===== config.mk =====
export PLATFORM = sky130hd
export DESIGN_NAME = bba_ctrl
export DESIGN_NICKNAME = d
export VERILOG_FILES = /design/src/bba_pkg.sv /design/src/bba_ctrl.sv
export SDC_FILE = /design/constraint.sdc
export NUM_CORES = 1
export LEC_CHECK = 0
export BUFFER_PORTS_ARGS = -buffer_cell sky130_fd_sc_hd__buf_2
export CAP_MARGIN = 20
export CORE_AREA = 2 2 39 41
export CTS_CLUSTER_DIAMETER = 50
export DETAILED_ROUTE_END_ITERATION = 7
export DIE_AREA = 0 0 41 43
export PLACE_DENSITY_LB_ADDON = 0.05
export RECOVER_POWER = 50
export SLEW_MARGIN = 10
export SYNTH_ARGS = -nofsm -noshare
export SYNTH_HDL_FRONTEND = slang
export SYNTH_SLANG_ARGS = --single-unit
export TNS_END_PERCENT = 30

===== constraint.sdc =====
create_clock -name clk_i -period 4.65 [get_ports clk_i]
set_clock_uncertainty 0.2 [all_clocks]
set_input_delay 0.2325 -clock clk_i [delete_from_list [all_inputs] [get_ports clk_i]]
set_output_delay 0.2325 -clock clk_i [all_outputs]
set_load 0.05 [all_outputs]

===== src/bba_pkg.sv =====
// Shared definitions for the bitmap block allocator: operation and status
// codes, default sizes, and the command/status bundles between controller
// and datapath. No dependencies.
`default_nettype none

package bba_pkg;

  // Default sizing of the managed block space
  localparam int MAX_BLOCKS_DEF = 16384;
  localparam int WORD_BITS_DEF  = 32;
  // Block total loaded at reset (capped at the block space)
  localparam int TOTAL_RESET    = 16384;

  // Operation codes carried by the kind field
  localparam logic [2:0] KIND_ALLOC  = 3'd0;
  localparam logic [2:0] KIND_FREE   = 3'd1;
  localparam logic [2:0] KIND_READ   = 3'd2;
  localparam logic [2:0] KIND_WRITE  = 3'd3;
  localparam logic [2:0] KIND_FORMAT = 3'd4;

  // Result status codes
  localparam logic [1:0] ST_OK     = 2'd0;
  localparam logic [1:0] ST_NOFREE = 2'd1;
  localparam logic [1:0] ST_RANGE  = 2'd2;

  // Configuration register indexes
  localparam logic CFG_TOTAL = 1'b0;
  localparam logic CFG_RESV  = 1'b1;

  // Bitmap word address selection
  typedef enum logic [1:0] {
    ADDR_HOLD,
    ADDR_ZERO,
    ADDR_BLK,
    ADDR_NEXT
  } addr_sel_e;

  // Controller to datapath
  typedef struct packed {
    logic      capture;     // latch the input item
    logic      rd_en;       // read bitmap word at the next address
    addr_sel_e addr_sel;    // next word address
    logic      res_early;   // result without bitmap access (error, no-op)
    logic      scan_hit;    // claim the first free bit of the scanned word
    logic      rmw;         // single-bit free, read or write
    logic      sweep;       // write one word of a format or clearing pass
    logic      sweep_zero;  // sweep writes all zero (post-reset clear)
    logic      fmt_done;    // reload the free counter after format
    logic      load_out;    // move the result into the output register
  } cmd_t;

  // Datapath to controller
  typedef struct packed {
    logic [2:0] kind;       // captured operation
    logic       early;      // item finishes without touching the bitmap
    logic       hit;        // scanned word holds a free in-range bit
    logic       scan_last;  // scanned word is the last in range
    logic       sweep_last; // sweep is at the last word
    logic       out_free;   // output register can take a result
  } st_t;

endpackage

`default_nettype wire


===== src/bba_ctrl.sv =====
// Controller of the bitmap block allocator: sequences clearing, scan,
// single-bit and format passes and the hand-off to the output register.
// Depends on bba_pkg.
`default_nettype none

module bba_ctrl (
  input  logic          clk_i,
  input  logic          rst_ni,
  input  logic          in_valid_i,
  output logic          in_stall_o,
  input  bba_pkg::st_t  st_i,
  output bba_pkg::cmd_t cmd_o
);

  localparam logic [2:0] S_INIT   = 3'd0;
  localparam logic [2:0] S_IDLE   = 3'd1;
  localparam logic [2:0] S_EXEC   = 3'd2;
  localparam logic [2:0] S_SCAN   = 3'd3;
  localparam logic [2:0] S_RMW    = 3'd4;
  localparam logic [2:0] S_FMT    = 3'd5;
  localparam logic [2:0] S_FINISH = 3'd6;

  logic [2:0] state_q, state_d;

  assign in_stall_o = (state_q != S_IDLE);

  // Next state and commands
  always_comb begin
    state_d        = state_q;
    cmd_o          = '0;
    cmd_o.addr_sel = bba_pkg::ADDR_HOLD;
    case (state_q)
      S_INIT: begin
        // clear the whole bitmap after reset
        cmd_o.sweep      = 1'b1;
        cmd_o.sweep_zero = 1'b1;
        if (st_i.sweep_last) begin
          state_d = S_IDLE;
        end else begin
          cmd_o.addr_sel = bba_pkg::ADDR_NEXT;
        end
      end
      S_IDLE: begin
        if (in_valid_i) begin
          cmd_o.capture = 1'b1;
          state_d       = S_EXEC;
        end
      end
      S_EXEC: begin
        if (st_i.early) begin
          cmd_o.res_early = 1'b1;
          state_d         = S_FINISH;
        end else begin
          case (st_i.kind)
            bba_pkg::KIND_ALLOC: begin
              cmd_o.addr_sel = bba_pkg::ADDR_ZERO;
              cmd_o.rd_en    = 1'b1;
              state_d        = S_SCAN;
            end
            bba_pkg::KIND_FREE, bba_pkg::KIND_READ, bba_pkg::KIND_WRITE: begin
              cmd_o.addr_sel = bba_pkg::ADDR_BLK;
              cmd_o.rd_en    = 1'b1;
              state_d        = S_RMW;
            end
            default: begin
              // format
              cmd_o.addr_sel = bba_pkg::ADDR_ZERO;
              state_d        = S_FMT;
            end
          endcase
        end
      end
      S_SCAN: begin
        // one bitmap word per cycle until a free bit or the end of range
        if (st_i.hit) begin
          cmd_o.scan_hit = 1'b1;
          state_d        = S_FINISH;
        end else if (st_i.scan_last) begin
          cmd_o.res_early = 1'b1;
          state_d         = S_FINISH;
        end else begin
          cmd_o.addr_sel = bba_pkg::ADDR_NEXT;
          cmd_o.rd_en    = 1'b1;
        end
      end
      S_RMW: begin
        cmd_o.rmw = 1'b1;
        state_d   = S_FINISH;
      end
      S_FMT: begin
        cmd_o.sweep = 1'b1;
        if (st_i.sweep_last) begin
          cmd_o.fmt_done = 1'b1;
          state_d        = S_FINISH;
        end else begin
          cmd_o.addr_sel = bba_pkg::ADDR_NEXT;
        end
      end
      S_FINISH: begin
        // hold until the output register is free
        if (st_i.out_free) begin
          cmd_o.load_out = 1'b1;
          state_d        = S_IDLE;
        end
      end
      default: begin
        state_d = S_IDLE;
      end
    endcase
  end

  always_ff @(posedge clk_i or negedge rst_ni) begin
    if (!rst_ni) begin
      state_q <= S_INIT;
    end else begin
      state_q <= state_d;
    end
  end

endmodule

`default_nettype wire


==> impl_metrics.ini, run 1 <==
[routing]
route.detailed.drc = 0
vias_per_cell = 4.80
dr.pass1.iters = 4
drt-total-wl_um = 972
first_iter_violations = 4
vias = 432
postRouteAntennaNets = 0
wl_per_cell_um = 10.8

[layout]
n_fill_cell = 165
top_regs = state_q (3)
antennaDiodeCount = 0
finish.utilization = 0.363
largest_reg_flops = 3
multi_input_area_um2 = 263
finalNonFillerCells = 90
final_nets = 86
stdcell_area_um2 = 503
regArea_um2 = 75.1
drive_above_1_share = 0.284
syn2layout_area_growth_pct = 40.1
regMostFlops = state_q

[critical_path]
startpoint_type = flip-flop
criticalPathCategory = flip-flop to primary output
crit_path_end_kind = primary output
worstPathArrival_ps = 1770
worstPathRequired_ps = 4220
regToRegSetupSlack_ps = 2700
cp_max_fo = 15

[timing]
finalSetupTns_ps = 0
slew_headroom = 0.604
max_freq_ghz = 0.455
post-route-period-util = 0.473
hold_viol = 0
setup_violations = 0
rsz0062_at_grt = false
finalCriticalPeriod_ps = 2200
timing.final.ws_setup_ps = 2450
whs_ps = 143
drv_slew = 0
worst_pin_slew_ps = 597

[floorplanning]
die_width_um = 41
dieArea_um2 = 1760
io-pin-count = 23
rows = 14
fp.dieH_um = 43
coreArea_um2 = 1380
initial_utilization = 0.259

[run]
drv_cap = 0

[clock_network]
cts_root_buf = clkbuf_4
numCtsBuffers = 3
clock_path_buffers = 2
cts_tree = built
htree_levels = 1
clk_latency_ps = 230
post_cts_buffers = 0
cts_resized = 0
clk_pin_slew_ps = 40
cts_sinks = 3

[placement]
routabilityCongestion = 0.652
placed_cells = 85
io_buffers = 22
detailedPlace.worstSlack_ps = 2650
dpl_cell_area_um2 = 475

[pwr]
p_sw_mw = 0.274
cellLeakagePower_nw = 0.235
p_per_area_nw_per_um2 = 875
p_clk_frac = 0.102
peakVddDrop_v = 0.000472
swShare = 0.624
power.total_mw = 0.440
intPower_mw = 0.166
combPwrFrac = 0.691
p_seq_frac = 0.207

[logic_synthesis]
ys_top_cells_by_area = dfrtp_1, nor2_1, nand2_1
synth_area_leader_cell = dfrtp_1
yosys.area_share.simple = 0.467
synthMuxAreaShare = 0.0314
syn-cell-area_um2 = 359
syn_nets = 61
synth-xor-area-share = 0.0244
synth_cell_types = 24
ys_seq_elements = 3
synth_top_area_frac = 0.209
yosys.area_share.adder = 0
synth_top_family_by_area = simple AND/OR/NAND/NOR gates
synth_compound_area_frac = 0.209
yosys_warnings = 0
avgSynthCellArea_um2 = 7.18
ys_seq_area_frac = 0.209
synth_cells = 50

[global_route]
grt_remaining_overflow = 0
grt_first_pass_wirelength_um = 1530
grt_max_degree = 17
antenna_found_initial = 0
grt_pass1_vias = 386
track_usage = 0.121

[min_path]
hp-class = input pin to async pin

[status]
status = finished clean
synth_stat cells:
library cell,count
a21oi_1,1
or2_2,1
nor2b_1,1
o32a_1,1
buf_2,2
nor3b_1,3
dfrtp_1,3
nor4b_1,2
clkbuf_1,1
o21ai_0,3
o31ai_1,2
inv_1,2
nor3_1,3
nor2_1,8
nand2_1,6
o221ai_2,1
or3b_4,1
a211o_1,1
nand3b_1,1
nand2b_1,3
xor2_1,1
mux2_1,1
a31oi_1,1
and4b_1,1
critical path, cell delays in order (launching register included):
cell,delay (ps)
dfrtp_1,530
nand3b_1,280
o32a_1,380
o21ai_0,80
buf_2,280
final timing paths:
check / start / endpoint / depth (start not counted)
max in group asynchronous: rst_ni / state_q[2] / 2
min: rst_ni / state_q[0] / 2
min in group clk_i: st_i[0] / state_q[2] / 4
min reg2reg: state_q[2] / state_q[2] / 2
max reg2reg: state_q[2] / state_q[1] / 4
max: state_q[2] / cmd_o[8] / 4
placed cells by master (no fill, tap or decap), types with 2 or more instances in the layout:
cell      netlist  routed
nor4b_1         2       2
buf_2           2      15
o31ai_1         2       2
nor2_1          8       8
nor3_1          3       3
nand2_1         6       6
inv_1           2       2
nor3b_1         3       3
nand2b_1        3       3
clkbuf_4        0       3
dfrtp_1         3       3
clkbuf_1        1       8
o21ai_0         3       3
power groups by stage:
| stage | combinational [mW] | clock, mW | sequential, mW |
|---|---|---|---|
| after floorplan | 0.284 | 0 | 0.0565 |
| after global placement | 0.313 | 0 | 0.0917 |
| after detailed placement | 0.311 | 0 | 0.0931 |
| after CTS | 0.312 | 0.0462 | 0.0927 |
| after global routing | 0.330 | 0.0489 | 0.0979 |
| final | 0.304 | 0.0449 | 0.0911 |
area by class of cell:
cell class,count,area share
Clock buffer,4,0.0522
Tap cell,16,0.0398
Sequential cell,3,0.149
Multi-Input combinational cell,42,0.522
Inverter,2,0.0149
Timing Repair Buffer,23,0.221
routing by layer:
| metal | track usage | share of wire | routed length (um) | vias up |
|---|---|---|---|---|
| met3 | 0.0314 | 0.059 | 57 | 0 |
| met5 | 0 | 0 | 0 | - |
| met4 | 0 | 0 | 0 | 0 |
| met2 | 0.194 | 0.46 | 446 | 15 |
| li1 | - | - | - | 227 |
| met1 | 0.169 | 0.48 | 469 | 190 |
kinds of logic (layout without fill, tap and decap cells):
kind of cell,count (synthesis),after routing
flops,3,3
simple gates,30,30
compound gates,10,10
buf+inv,5,29
mux,1,1
xor+xnor,1,1
repair_timing:
item	CTS	global route
hold buffers	1	0
hold endpoints to repair	3	0
endpoints found under the setup margin	0	0
Power figures use the tool's default switching activity.
==> run 2, diff against run 1 <==
==> constraint.sdc (replaced) <==
create_clock -name clk_i -period 1.85 [get_ports clk_i]
set_clock_uncertainty 0.2 [all_clocks]
set_input_delay 0.0925 -clock clk_i [delete_from_list [all_inputs] [get_ports clk_i]]
set_output_delay 0.0925 -clock clk_i [all_outputs]
set_load 0.05 [all_outputs]
==> impl_metrics.ini, run 2 (same netlist as run 1, synthesis figures left out) <==
[routing]
vias = 489
vias_per_cell = 4.70
dr.pass1.iters = 4
route.detailed.drc = 0
first_iter_violations = 5
drt-total-wl_um = 1050
postRouteAntennaNets = 0
wl_per_cell_um = 10.0

[floorplanning]
rows = 14
initial_utilization = 0.259
io-pin-count = 23
coreArea_um2 = 1380
dieArea_um2 = 1760
fp.dieH_um = 43
die_width_um = 41

[layout]
drive_above_1_share = 0.545
regMostFlops = state_q
largest_reg_flops = 3
top_regs = state_q (3)
antennaDiodeCount = 0
final_nets = 100
finalNonFillerCells = 104
syn2layout_area_growth_pct = 89.2
final_common_cell = buf_2
n_fill_cell = 149
layout_common_cells = buf_2, buf_4, nor2_1

[clock_network]
htree_levels = 1
clock_path_buffers = 2
numCtsBuffers = 3
cts_sinks = 3
clk_latency_ps = 230
cts_tree = built
cts_root_buf = clkbuf_4
clk_pin_slew_ps = 30

[timing]
max_freq_ghz = 0.546
worst_pin_slew_ps = 283
hold_viol = 0
setup_violations = 0
slew_headroom = 0.809
rsz0062_at_grt = true
timing.final.ws_setup_ps = 17.8
finalCriticalPeriod_ps = 1830
post-route-period-util = 0.990
finalSetupTns_ps = 0
drv_slew = 0
whs_ps = 118

[placement]
io_buffers = 22
routabilityCongestion = 0.639
hpwl_um = 814
detailedPlace.worstSlack_ps = 32.4
placed_cells = 94

[status]
status = finished clean

[critical_path]
worstPathRequired_ps = 1560
crit_path_end_kind = primary output
reg2reg_to = state_q[0]
r2r_cells = 4
r2r_start = state_q[2]
criticalPathCategory = flip-flop to primary output
regToRegSetupSlack_ps = 20
startpoint_type = flip-flop
cp_max_fo = 5
worstPathArrival_ps = 1540

[global_route]
grt_max_degree = 11
grt_first_pass_wirelength_um = 1570
antenna_found_initial = 0
grt_remaining_overflow = 0
track_usage = 0.132
grt_pass1_vias = 376

[pwr]
power.total_mw = 1.42
p_per_area_nw_per_um2 = 2090
cellLeakagePower_nw = 0.332
peakVddDrop_v = 0.000798

[min_path]
holdPathEnd = state_q[2]
hp-class = input pin to flip-flop
hold_depth = 5
min_from = st_i[4]

[run]
drv_cap = 0
-- run 2: cell types whose count changed in the layout (fill, tap and decap cells not counted), moves of 2 or more --
cell	delta
buf_4	+12
buf_6	+3
clkbuf_1	-7
clkbuf_2	+3
dfrtp_1	-3
dfrtp_2	+3
dlygate4sd3_1	+2
-- run 2: worst max-delay path: stages (launching register included) --
cell      delay (ps)
dfrtp_2          430
nand3b_1         190
o32a_1           320
buf_4            150
o21ai_2           60
buf_6            170
-- run 2: stage by stage --
step / instance area [um2] / utilization
after floorplan: 368 / -
after global placement: 552 / 0.399
after detailed placement: 552 / 0.399
after CTS: 662 / 0.478
after global routing: 679 / 0.491
final: 679 / 0.491
-- run 2: final cells by class --
class	instances	area, um2	share of cell area
multi-input cells	42	295	0.435
repair buffers	37	251	0.370
flip-flops and latches	3	78.8	0.116
clock buffers	4	26.3	0.0387
well taps	16	20.0	0.0295
inverters	2	7.51	0.0110
-- run 2: worst max path at each step --
stage / start / slack [ps] / end / cells past startpoint
after detailed placement: state_q[0] / 30 / state_q[0] / 3
after global routing: state_q[2] / -40 / cmd_o[8] / 5
after global placement: state_q[2] / 60 / state_q[0] / 4
after floorplan: state_q[0] / -330 / cmd_o[6] / 4
after CTS: state_q[2] / -30 / cmd_o[8] / 5
final: state_q[2] / 20 / cmd_o[8] / 5
-- run 2: what timing repair did --
item	in CTS	in global routing
hold buffers	3	0
hold endpoints to repair	4	0
pin swaps	1	1
endpoints found under the setup margin	3	8
gates resized for setup	11	4
buffers inserted	2	1
-- run 2: routing by layer --
layer  share of wire  GRT usage
met5               0          0
met4               0     0.0400
met3           0.040     0.0471
met2            0.51      0.188
met1            0.45      0.182
-- run 2: power breakdown --
group | internal, mW | switching (mW)
registers | 0.110 | 0.0613
clock network | 0.0808 | 0.0341
logic | 0.472 | 0.662
==> run 3, diff against run 2 <==
--- a/config.mk
+++ b/config.mk
@@ -11,7 +11,6 @@
 export CTS_CLUSTER_DIAMETER = 50
 export DETAILED_ROUTE_END_ITERATION = 7
 export DIE_AREA = 0 0 41 43
-export PLACE_DENSITY_LB_ADDON = 0.05
 export RECOVER_POWER = 50
 export SLEW_MARGIN = 10
 export SYNTH_ARGS = -nofsm -noshare
==> impl_metrics.ini, run 3 (same netlist as run 1, synthesis figures left out) <==
[status]
status = finished clean

[critical_path]
critical_path.max_stage_delay_ps = 410
cp_max_fo = 5
path_cells = buf_6, nor4b_4, nand2b_1, o31ai_1, buf_4
crit_path_end_kind = primary output
worstPathRequired_ps = 1560
cp_top_family = flip-flops
worstPathArrival_ps = 1540
critical_path.slowest_cell = dfrtp_1
path_buf_inv = 2
startpoint_type = flip-flop
criticalPathCategory = flip-flop to primary output

[floorplanning]
die_width_um = 41
dieArea_um2 = 1760
initial_utilization = 0.259
rows = 14
io-pin-count = 23
fp.dieH_um = 43
coreArea_um2 = 1380

[min_path]
hp-class = input pin to flip-flop

[layout]
regMostFlops = state_q
drive_above_1_share = 0.518
antennaDiodeCount = 0
largest_reg_flops = 3
syn2layout_area_growth_pct = 81.5
final_common_cell = buf_2
final_nets = 97
stdcell_area_um2 = 652
top_regs = state_q (3)
finish.utilization = 0.471
layout_common_cells = buf_2, buf_4, nor2_1

[global_route]
track_usage = 0.149
top_usage_layer = met2
grt_first_pass_wirelength_um = 1770
antenna_found_initial = 0
grt_pass1_vias = 439
grt_max_degree = 11
grtUsageMet3 = 0.0471
grt_use_met2 = 0.244
use_met1 = 0.168
grt_remaining_overflow = 0

[pwr]
p_sw_mw = 0.766
intPower_mw = 0.630
combPwrFrac = 0.808
p_per_area_nw_per_um2 = 2140
p_clk_frac = 0.085
power.total_mw = 1.40
peakVddDrop_v = 0.000924
p_seq_frac = 0.107
cellLeakagePower_nw = 0.327
swShare = 0.549

[timing]
hold_viol = 0
whs_ps = 79.5
finalCriticalPeriod_ps = 1840
max_freq_ghz = 0.544
post-route-period-util = 0.993
setup_violations = 0
drv_slew = 0
rsz0062_at_grt = true
timing.final.ws_setup_ps = 12.8
worst_pin_slew_ps = 250
slew_headroom = 0.831

[placement]
routabilityCongestion = 0.814
io_buffers = 22
detailedPlace.worstSlack_ps = -3.20
hpwl_um = 836
dpl_cell_area_um2 = 529

[routing]
route.detailed.drc = 0
dr.pass1.iters = 4
postRouteAntennaNets = 0
first_iter_violations = 7
wl_per_cell_um = 11.0
vias_per_cell = 4.70
drt-total-wl_um = 1110
vias = 475

[clock_network]
cts_sinks = 3
clk_latency_ps = 240
cts_tree = built
clk_pin_slew_ps = 40
clock_path_buffers = 2
numCtsBuffers = 3
cts_root_buf = clkbuf_4
htree_levels = 1

[run]
drv_cap = 0
==> run 3: tightest hold or removal path, stage by stage <==
cell     delay, ps
buf_2          100
o21ai_1         80
nand2_1         70
mux2_4         130
==> run 3: final timing paths <==
path / startpoint / cells past startpoint / endpoint / slack [ps]
setup / recovery: state_q[2] / 5 / cmd_o[9] / 10
hold / removal: st_i[7] / 4 / state_q[0] / 80
setup reg to reg: state_q[0] / 5 / state_q[0] / 80
hold reg to reg: state_q[1] / 2 / state_q[1] / 540
max in group asynchronous: rst_ni / 3 / state_q[0] / 770
min in group asynchronous: rst_ni / 3 / state_q[2] / 520
==> run 3: metrics by stage <==
step	std cells	setup TNS (ps)
2_1_floorplan	50	-860
3_3_place_gp	91	0
3_5_place_dp	91	-3.20
4_1_cts	100	0
5_1_grt	101	-104
6_report	101	0
==> run 3: metal layers <==
layer | vias to the layer above | part of all wire
met5 | - | 0
met4 | 0 | 0.014
met3 | 2 | 0.045
met2 | 10 | 0.51
met1 | 215 | 0.43
li1 | 248 | -
==> run 3: final cells by class <==
cell class	count	area (um2)
Fill cell	144	732
Sequential cell	3	77.6
Timing Repair Buffer	34	223
Tap cell	16	20.0
Inverter	2	7.51
Multi-Input combinational cell	42	298
Clock buffer	4	26.3
==> run 3: power groups by stage <==
stage | combinational, mW | clock (mW) | sequential, mW
after detailed placement | 0.958 | 0 | 0.160
after global routing | 1.19 | 0.130 | 0.159
final | 1.13 | 0.118 | 0.150
after CTS | 1.06 | 0.123 | 0.148
after global placement | 0.956 | 0 | 0.155
after floorplan | 0.727 | 0 | 0.144
==> run 3: timing repair <==
| item | in CTS | in global routing |
|---|---|---|
| setup endpoints to repair | 3 | 5 |
| pin swaps | 0 | 2 |
| resized for setup | 7 | 5 |
| hold buffers | 3 | 0 |
| setup buffers | 2 | 1 |
| hold endpoints to repair | 4 | 0 |
